## src/hdl/rwol_pkg.sv

```systemverilog
// ----------------------------------------------------------------------------
// rwol_pkg
// Shared widths, command codes and control types for the record ring with
// byte-offset lookup.
// ----------------------------------------------------------------------------
package rwol_pkg;

    localparam int HANDLE_W   = 32;
    localparam int LENGTH_W   = 16;
    localparam int POS_W      = 20;
    localparam int SLOT_OUT_W = 4;

    localparam logic CMD_ADD  = 1'b0;
    localparam logic CMD_FIND = 1'b1;

    // control broadcast from the sequencer to every cell
    typedef struct packed {
        logic wr_en;
        logic start;
        logic flush;
    } cell_ctl_t;

    // data of the cell that holds the token
    typedef struct packed {
        logic [HANDLE_W-1:0] handle;
        logic [LENGTH_W-1:0] length;
    } sel_t;

endpackage

```

## src/hdl/rwol_cell.sv

```systemverilog
// ----------------------------------------------------------------------------
// rwol_cell
// One ring slot: holds a record and a token bit that moves to the next cell
// every cycle. Drives its record onto the select bus only while it has the
// token.
// ----------------------------------------------------------------------------
module rwol_cell import rwol_pkg::*; #(
    parameter int SW  = 4,
    parameter int IDX = 0
) (
    input  logic                aclk,
    input  logic                aresetn,
    input  cell_ctl_t           ctl,
    input  logic [SW-1:0]       slot_sel,
    input  logic [HANDLE_W-1:0] wr_handle,
    input  logic [LENGTH_W-1:0] wr_length,
    input  logic                prev_active,
    output logic                active,
    output logic [HANDLE_W-1:0] rd_handle,
    output logic [LENGTH_W-1:0] rd_length
);

    logic                hit;
    logic                active_reg;
    logic [HANDLE_W-1:0] handle_reg;
    logic [LENGTH_W-1:0] length_reg;

    assign hit = (slot_sel == SW'(IDX));

    always_ff @(posedge aclk) begin
        if (!aresetn) begin
            active_reg <= 1'b0;
        end else if (ctl.start) begin
            active_reg <= hit;
        end else if (ctl.flush) begin
            active_reg <= 1'b0;
        end else begin
            active_reg <= prev_active;
        end
    end

    always_ff @(posedge aclk) begin
        if (ctl.wr_en && hit) begin
            handle_reg <= wr_handle;
            length_reg <= wr_length;
        end
    end

    assign active    = active_reg;
    assign rd_handle = active_reg ? handle_reg : '0;
    assign rd_length = active_reg ? length_reg : '0;

endmodule

```

## src/hdl/rwol_ctrl.sv

```systemverilog
// ----------------------------------------------------------------------------
// rwol_ctrl
// Sequencer: ring pointers and full flag, add handling, find walk over the
// token position (select stage, then accumulate and compare), result beat.
// ----------------------------------------------------------------------------
module rwol_ctrl import rwol_pkg::*; #(
    parameter int RING_DEPTH = 16
) (
    input  logic                  aclk,
    input  logic                  aresetn,
    input  logic                  s_valid,
    output logic                  s_ready,
    input  logic                  s_command,
    input  logic [POS_W-1:0]      s_byte_position,
    output logic                  m_valid,
    input  logic                  m_ready,
    output logic                  m_found,
    output logic [SLOT_OUT_W-1:0] m_slot_index,
    output logic [HANDLE_W-1:0]   m_found_handle,
    output logic [LENGTH_W-1:0]   m_found_length,
    output logic [LENGTH_W-1:0]   m_byte_in_record,
    output logic                  m_ring_full,
    output cell_ctl_t             cell_ctl,
    output logic [$clog2(RING_DEPTH)-1:0] slot_sel,
    input  sel_t                  sel
);

    localparam int SW = $clog2(RING_DEPTH);
    localparam int CW = $clog2(RING_DEPTH + 1);
    localparam int BW = (LENGTH_W + SW > POS_W) ? LENGTH_W + SW + 1 : POS_W + 1;
    localparam logic [SW-1:0] LAST_SLOT = SW'(RING_DEPTH - 1);
    localparam logic [CW-1:0] DEPTH_C   = CW'(RING_DEPTH);

    typedef enum logic [1:0] {ST_IDLE, ST_WALK, ST_DONE} state_t;

    state_t                state_reg;
    logic [SW-1:0]         wr_slot_reg;
    logic [SW-1:0]         rd_slot_reg;
    logic                  full_reg;
    logic [POS_W-1:0]      pos_reg;
    logic [BW-1:0]         base_reg;
    logic [CW-1:0]         count_reg;
    logic [CW-1:0]         iss_reg;
    logic [SW-1:0]         cur_slot_reg;
    logic                  sel_valid_reg;
    logic [SW-1:0]         sel_slot_reg;
    logic [HANDLE_W-1:0]   sel_handle_reg;
    logic [LENGTH_W-1:0]   sel_len_reg;

    logic                  res_found_reg;
    logic [SLOT_OUT_W-1:0] res_slot_reg;
    logic [HANDLE_W-1:0]   res_handle_reg;
    logic [LENGTH_W-1:0]   res_length_reg;
    logic [LENGTH_W-1:0]   res_byte_reg;
    logic                  res_full_reg;

    logic                  m_valid_reg;
    logic                  m_found_reg;
    logic [SLOT_OUT_W-1:0] m_slot_reg;
    logic [HANDLE_W-1:0]   m_handle_reg;
    logic [LENGTH_W-1:0]   m_length_reg;
    logic [LENGTH_W-1:0]   m_byte_reg;
    logic                  m_full_reg;

    logic                  accept;
    logic [SW-1:0]         wr_inc;
    logic [SW-1:0]         rd_inc;
    logic [SW-1:0]         cur_inc;
    logic [SW-1:0]         rd_after_add;
    logic [CW-1:0]         wr_ext;
    logic [CW-1:0]         rd_ext;
    logic [CW-1:0]         count_new;
    logic [BW-1:0]         pos_ext;
    logic [BW-1:0]         sum;
    logic [BW-1:0]         diff;
    logic                  step_hit;
    logic [SW+SLOT_OUT_W-1:0] slot_wide;

    assign s_ready = (state_reg == ST_IDLE);
    assign accept  = s_valid && s_ready;

    assign wr_inc  = (wr_slot_reg  == LAST_SLOT) ? '0 : wr_slot_reg  + 1'b1;
    assign rd_inc  = (rd_slot_reg  == LAST_SLOT) ? '0 : rd_slot_reg  + 1'b1;
    assign cur_inc = (cur_slot_reg == LAST_SLOT) ? '0 : cur_slot_reg + 1'b1;
    assign rd_after_add = full_reg ? rd_inc : rd_slot_reg;

    assign wr_ext = CW'(wr_slot_reg);
    assign rd_ext = CW'(rd_slot_reg);

    always_comb begin
        if (full_reg) begin
            count_new = DEPTH_C;
        end else if (wr_ext >= rd_ext) begin
            count_new = wr_ext - rd_ext;
        end else begin
            count_new = wr_ext + DEPTH_C - rd_ext;
        end
    end

    assign pos_ext   = BW'(pos_reg);
    assign sum       = base_reg + BW'(sel_len_reg);
    assign diff      = pos_ext - base_reg;
    assign step_hit  = sel_valid_reg && (pos_ext < sum);
    assign slot_wide = {{SLOT_OUT_W{1'b0}}, sel_slot_reg};

    assign slot_sel = (s_command == CMD_ADD) ? wr_slot_reg : rd_slot_reg;

    always_comb begin
        cell_ctl.wr_en = accept && (s_command == CMD_ADD);
        cell_ctl.start = accept && (s_command == CMD_FIND) && (count_new != '0);
        cell_ctl.flush = (state_reg != ST_WALK);
    end

    always_ff @(posedge aclk) begin
        if (!aresetn) begin
            state_reg     <= ST_IDLE;
            wr_slot_reg   <= '0;
            rd_slot_reg   <= '0;
            full_reg      <= 1'b0;
            sel_valid_reg <= 1'b0;
            m_valid_reg   <= 1'b0;
        end else begin
            // in ST_DONE the output register is reloaded instead
            if (m_valid_reg && m_ready && (state_reg != ST_DONE)) begin
                m_valid_reg <= 1'b0;
            end
            case (state_reg)
                ST_IDLE: begin
                    sel_valid_reg <= 1'b0;
                    if (accept) begin
                        res_found_reg  <= 1'b0;
                        res_slot_reg   <= '0;
                        res_handle_reg <= '0;
                        res_length_reg <= '0;
                        res_byte_reg   <= '0;
                        if (s_command == CMD_ADD) begin
                            wr_slot_reg  <= wr_inc;
                            rd_slot_reg  <= rd_after_add;
                            full_reg     <= (wr_inc == rd_after_add);
                            res_full_reg <= (wr_inc == rd_after_add);
                            state_reg    <= ST_DONE;
                        end else begin
                            res_full_reg <= full_reg;
                            pos_reg      <= s_byte_position;
                            base_reg     <= '0;
                            count_reg    <= count_new;
                            iss_reg      <= '0;
                            cur_slot_reg <= rd_slot_reg;
                            state_reg    <= (count_new == '0) ? ST_DONE : ST_WALK;
                        end
                    end
                end
                ST_WALK: begin
                    if ((iss_reg != count_reg) && !step_hit) begin
                        sel_valid_reg  <= 1'b1;
                        sel_slot_reg   <= cur_slot_reg;
                        sel_handle_reg <= sel.handle;
                        sel_len_reg    <= sel.length;
                        cur_slot_reg   <= cur_inc;
                        iss_reg        <= iss_reg + 1'b1;
                    end else begin
                        sel_valid_reg <= 1'b0;
                    end
                    if (step_hit) begin
                        res_found_reg  <= 1'b1;
                        res_slot_reg   <= slot_wide[SLOT_OUT_W-1:0];
                        res_handle_reg <= sel_handle_reg;
                        res_length_reg <= sel_len_reg;
                        res_byte_reg   <= diff[LENGTH_W-1:0];
                        state_reg      <= ST_DONE;
                    end else if (sel_valid_reg) begin
                        base_reg <= sum;
                    end else if (iss_reg == count_reg) begin
                        state_reg <= ST_DONE;
                    end
                end
                ST_DONE: begin
                    sel_valid_reg <= 1'b0;
                    if (!m_valid_reg || m_ready) begin
                        m_valid_reg  <= 1'b1;
                        m_found_reg  <= res_found_reg;
                        m_slot_reg   <= res_slot_reg;
                        m_handle_reg <= res_handle_reg;
                        m_length_reg <= res_length_reg;
                        m_byte_reg   <= res_byte_reg;
                        m_full_reg   <= res_full_reg;
                        state_reg    <= ST_IDLE;
                    end
                end
                default: begin
                    state_reg <= ST_IDLE;
                end
            endcase
        end
    end

    assign m_valid          = m_valid_reg;
    assign m_found          = m_found_reg;
    assign m_slot_index     = m_slot_reg;
    assign m_found_handle   = m_handle_reg;
    assign m_found_length   = m_length_reg;
    assign m_byte_in_record = m_byte_reg;
    assign m_ring_full      = m_full_reg;

    a_full_ptrs: assert property (@(posedge aclk) disable iff (!aresetn)
        full_reg |-> (wr_slot_reg == rd_slot_reg))
        else $error("full ring with unequal slots");

    a_issue_bound: assert property (@(posedge aclk) disable iff (!aresetn)
        (state_reg == ST_WALK) |-> (iss_reg <= count_reg))
        else $error("walk issued past stored records");

    a_sel_in_walk: assert property (@(posedge aclk) disable iff (!aresetn)
        sel_valid_reg |-> (state_reg == ST_WALK))
        else $error("select stage valid outside walk");

    a_base_bound: assert property (@(posedge aclk) disable iff (!aresetn)
        (state_reg == ST_WALK) |-> (base_reg <= pos_ext))
        else $error("accumulated base passed the offset");

endmodule

```

## src/hdl/ring_of_writes_offset_lookup_core.sv

```systemverilog
// ----------------------------------------------------------------------------
// ring_of_writes_offset_lookup_core
// Ring of write records (handle, byte length) with lookup of a byte offset
// into the stored records, oldest first.
//
//   beat     dir  ports                                          when
//   s_       in   command, entry_handle, entry_length, byte_pos   s_valid & s_ready
//   m_       out  found, slot_index, found_handle, found_length,  m_valid & m_ready
//                 byte_in_record, ring_full
//
// Add: the record is written on the input beat; the result goes via ST_DONE.
// Find: a token moves one cell per cycle around the ring of record cells,
//   one stored record visited per cycle.
// One item at a time: s_ready is high between items; a waiting result does
//   not block the next input beat.
// Reset: synchronous, active low; ring empty.
// ----------------------------------------------------------------------------
module ring_of_writes_offset_lookup_core import rwol_pkg::*; #(
    parameter int RING_DEPTH = 16
) (
    input  logic                  aclk,
    input  logic                  aresetn,
    input  logic                  s_valid,
    output logic                  s_ready,
    input  logic                  s_command,
    input  logic [HANDLE_W-1:0]   s_entry_handle,
    input  logic [LENGTH_W-1:0]   s_entry_length,
    input  logic [POS_W-1:0]      s_byte_position,
    output logic                  m_valid,
    input  logic                  m_ready,
    output logic                  m_found,
    output logic [SLOT_OUT_W-1:0] m_slot_index,
    output logic [HANDLE_W-1:0]   m_found_handle,
    output logic [LENGTH_W-1:0]   m_found_length,
    output logic [LENGTH_W-1:0]   m_byte_in_record,
    output logic                  m_ring_full
);

    localparam int SW = $clog2(RING_DEPTH);

    cell_ctl_t           cell_ctl;
    logic [SW-1:0]       slot_sel;
    sel_t                sel;
    logic                cell_active [RING_DEPTH];
    logic [HANDLE_W-1:0] cell_handle [RING_DEPTH];
    logic [LENGTH_W-1:0] cell_length [RING_DEPTH];
    logic [RING_DEPTH-1:0] active_vec;

    rwol_ctrl #(
        .RING_DEPTH (RING_DEPTH)
    ) u_ctrl (
        .aclk             (aclk),
        .aresetn          (aresetn),
        .s_valid          (s_valid),
        .s_ready          (s_ready),
        .s_command        (s_command),
        .s_byte_position  (s_byte_position),
        .m_valid          (m_valid),
        .m_ready          (m_ready),
        .m_found          (m_found),
        .m_slot_index     (m_slot_index),
        .m_found_handle   (m_found_handle),
        .m_found_length   (m_found_length),
        .m_byte_in_record (m_byte_in_record),
        .m_ring_full      (m_ring_full),
        .cell_ctl         (cell_ctl),
        .slot_sel         (slot_sel),
        .sel              (sel)
    );

    for (genvar i = 0; i < RING_DEPTH; i++) begin : g_cell
        rwol_cell #(
            .SW  (SW),
            .IDX (i)
        ) u_cell (
            .aclk        (aclk),
            .aresetn     (aresetn),
            .ctl         (cell_ctl),
            .slot_sel    (slot_sel),
            .wr_handle   (s_entry_handle),
            .wr_length   (s_entry_length),
            .prev_active (cell_active[(i + RING_DEPTH - 1) % RING_DEPTH]),
            .active      (cell_active[i]),
            .rd_handle   (cell_handle[i]),
            .rd_length   (cell_length[i])
        );
        assign active_vec[i] = cell_active[i];
    end

    // token cell drives the bus, all others drive zero
    always_comb begin
        sel = '0;
        for (int i = 0; i < RING_DEPTH; i++) begin
            sel.handle = sel.handle | cell_handle[i];
            sel.length = sel.length | cell_length[i];
        end
    end

    a_one_token: assert property (@(posedge aclk) disable iff (!aresetn)
        $onehot0(active_vec))
        else $error("more than one token in the cell ring");

endmodule

```

## config.mk

```make
export PLATFORM = sky130hd
export DESIGN_NAME = ring_of_writes_offset_lookup_core
export DESIGN_NICKNAME = d
export VERILOG_FILES = /design/src/hdl/rwol_pkg.sv /design/src/hdl/rwol_cell.sv /design/src/hdl/rwol_ctrl.sv /design/src/hdl/ring_of_writes_offset_lookup_core.sv
export SDC_FILE = /design/constraint.sdc
export NUM_CORES = 1
export LEC_CHECK = 0
export ABC_AREA = 0
export BUFFER_PORTS_ARGS = -buffer_cell sky130_fd_sc_hd__buf_2
export CORE_UTILIZATION = 40
export DETAILED_ROUTE_END_ITERATION = 12
export GPL_ROUTABILITY_DRIVEN = 0
export SLEW_MARGIN = 10
export SYNTH_ARGS = -nofsm -noshare
export SYNTH_HDL_FRONTEND = slang
export SYNTH_SLANG_ARGS = --single-unit
```

## constraint.sdc

```tcl
create_clock -name aclk -period 8.2 [get_ports aclk]
set_input_delay 2.46 -clock aclk [delete_from_list [all_inputs] [get_ports aclk]]
set_output_delay 2.46 -clock aclk [all_outputs]
set_load 0.05 [all_outputs]
```

==> reports/metrics.csv <==
metric,value,unit
status,"finished, final reports clean",
chipHeight,313,microns
cts_buffers,103,
holdCritStartpoint,u_ctrl.res_slot_reg[2],
cts.sink_count,1044,
fin_crit_sh,65.3,%
powerDensity,250,mW/mm^2
cts_tree,built,
combinationalPowerShare,3.9,%
reg2reg_slack,2850,ps
drcViolationCount,0,
cp_max_fo,69,
fin_util,46.7,%
relSlewSlack,21.7,%
crit_type,register to register,
max_freq,187,MHz
synth-edff-count,1015,
nNetsFinal,2456,
cp-startpoint,u_ctrl.base_reg[4],
ctsHoldBuffers,0,
cp-end-kind,register,
synth_nets,2279,
drv_cap,0,
leakagePower,14.6,nW
grt_start_max_net_pins,70,
setup_violations,0,
die_area,0.0981,sq mm
async_flop_share,0,%
drt_iter0_drc,2560,
die_w,313,microns
cts_max_level,3,
rows,113,
setup-tns-final,0,ps
stdcell_area,0.0445,sq mm
cp.required,8470,ps
syn_inst,2145,
yosysSeqAreaShare,80.1,%
gr-usage-all-layers,20.1,%
grt_pass1_wl,144000,microns
seq_power_share,53.8,%
hold_depth,0,
period_needed,5350,ps
finalHoldViolations,0,
p_clk_share,42.2,%
worst_hold_path_type,register to register,
via_per_inst,5.87,
area_delta_synth_final,14.9,%
dr.pass1.iters,6,
wirelength,99900,microns
cts_resized,0,
drive_above_1_share,15.7,%
cts.path.max_buffers,3,
wl_per_cell,27.2,microns
grt_overflow,0,
maxSlewViolCount,0,
synth_area,0.0388,sq mm
antenna_found_initial,13,
switching_power,2.38,mW
reg2reg_depth,18,
peakVddDrop,0.169,mV
yosysUniqueCellTypes,55,
rsz0062_at_grt,no,
place_ws,2570,ps
synth_top_flop_cell,edfxtp_1,
largest_reg_flops,512,
skew,46.0,ps
drtAntennaViolNets,0,
final_cell_mix,"edfxtp_1, a22o_1, a221oi_1",
finalPower,11.2,mW
intPower,8.77,mW
synth-seq-cells,1044,
vias,21600,
cts_setup_buffers,0,
root_buffer,clkbuf_16,
tightest_slew,1170,ps
final_common_cell,edfxtp_1,
insertion_delay,690,ps
io_pins,145,
dp.cells,3482,
nFillCells,7983,
start_util,40.6,%
power_switching_share,21.3,%
critPathArrivalTime,5620,ps
holdWs,413,ps
setup_ws,2850,ps
avgSynthCellArea,18.1,sq um
placed_area,0.0411,sq mm
numPortBuffers,144,
yosysWarnings,0,
worst_setup_path_start_kind,register,
grt_pass1_vias,21400,
finalNonFillerCells,3674,
core,0.0954,sq mm
place_hpwl,51200,microns
timing.rr.start,u_ctrl.base_reg[4],
clkTransAtPathRegs,60,ps
## final cells by class
class	count	area, sq um	share of cell area, %
Inverter	36	135	0.303
Tap cell	1265	1580	3.55
Timing Repair Buffer	174	958	2.15
Clock inverter	70	727	1.63
Multi-Input combinational cell	963	7330	16.5
Antenna cell	2	5.00	0.0112
Clock buffer	120	2680	6.03
Sequential cell	1044	31100	69.9
## worst max-delay path, stage by stage, from the launching register on
cell and delay (ps):
edfxtp_1 420, ha_1 380, a2111oi_0 520, o21ai_1 230, a41oi_2 350, o311a_4 230, o21ai_2 80, a21oi_2 200
o21ai_0 120, and2_1 160, ha_1 300, nand3_1 100, o22ai_1 80, o21ai_0 140, nand2b_1 70, a21oi_1 150
nand2_1 140, a21boi_2 330, a21o_4 890
## power by group through the flow
stage	Clock (mW)	Sequential [mW]	Combinational, mW
global placement	0	6.11	0.429
detailed placement	0	6.12	0.441
CTS	4.79	6.00	0.442
floorplan	0	6.16	0.205
finish	4.71	6.00	0.440
global route	4.99	6.01	0.479
## routing by layer
| layer | vias to the layer above | wire length (microns) | GRT usage [%] |
|---|---|---|---|
| met3 | 166 | 8220 | 3.64 |
| met4 | 12 | 2170 | 5.63 |
| met1 | 11200 | 42800 | 28.5 |
| met2 | 974 | 46700 | 31.8 |
| li1 | 9199 | - | - |
| met5 | - | 76 | 0 |
## worst paths after layout
kind,end
worst max-delay path,u_ctrl.res_handle_reg[1]
worst min-delay path,u_ctrl.m_slot_index[2]
worst max register to register,u_ctrl.res_handle_reg[1]
worst min register to register,u_ctrl.m_slot_index[2]
## cell families after synthesis
logic type | synth area share (%)
AO/OA/AOI/OAI | 11.2
XOR/XNOR | 1.04
adder cells (fa/ha/maj) | 2.03
buffers and inverters | 1.34
flip-flops | 80.1
multiplexers | 0.0517
AND/OR/NAND/NOR | 4.23
## cells in the mapped netlist, drive strengths merged (5+ instances only)
cell,count,area (sq um)
ha,58,726
nand3,22,110
a221oi,192,1680
nand2,61,229
or3,12,75.1
a211oi,5,37.5
nand2b,9,56.3
a22o,192,1680
o21ai,55,279
a21oi,35,179
o21a,5,37.5
xor2,24,210
nor2b,6,37.5
edfxtp,1015,30500
xnor2,22,193
dfxtp,29,581
clkbuf,88,330
and2,66,413
nor3,8,40.0
nor3b,6,45.0
nand4,52,325
a31oi,6,37.5
nor2,66,248
a21o,11,82.6
inv,36,135
o31ai,5,37.5
a21boi,5,41.3
buf,14,53.8
No activity file was read; power rests on OpenSTA's default activity.
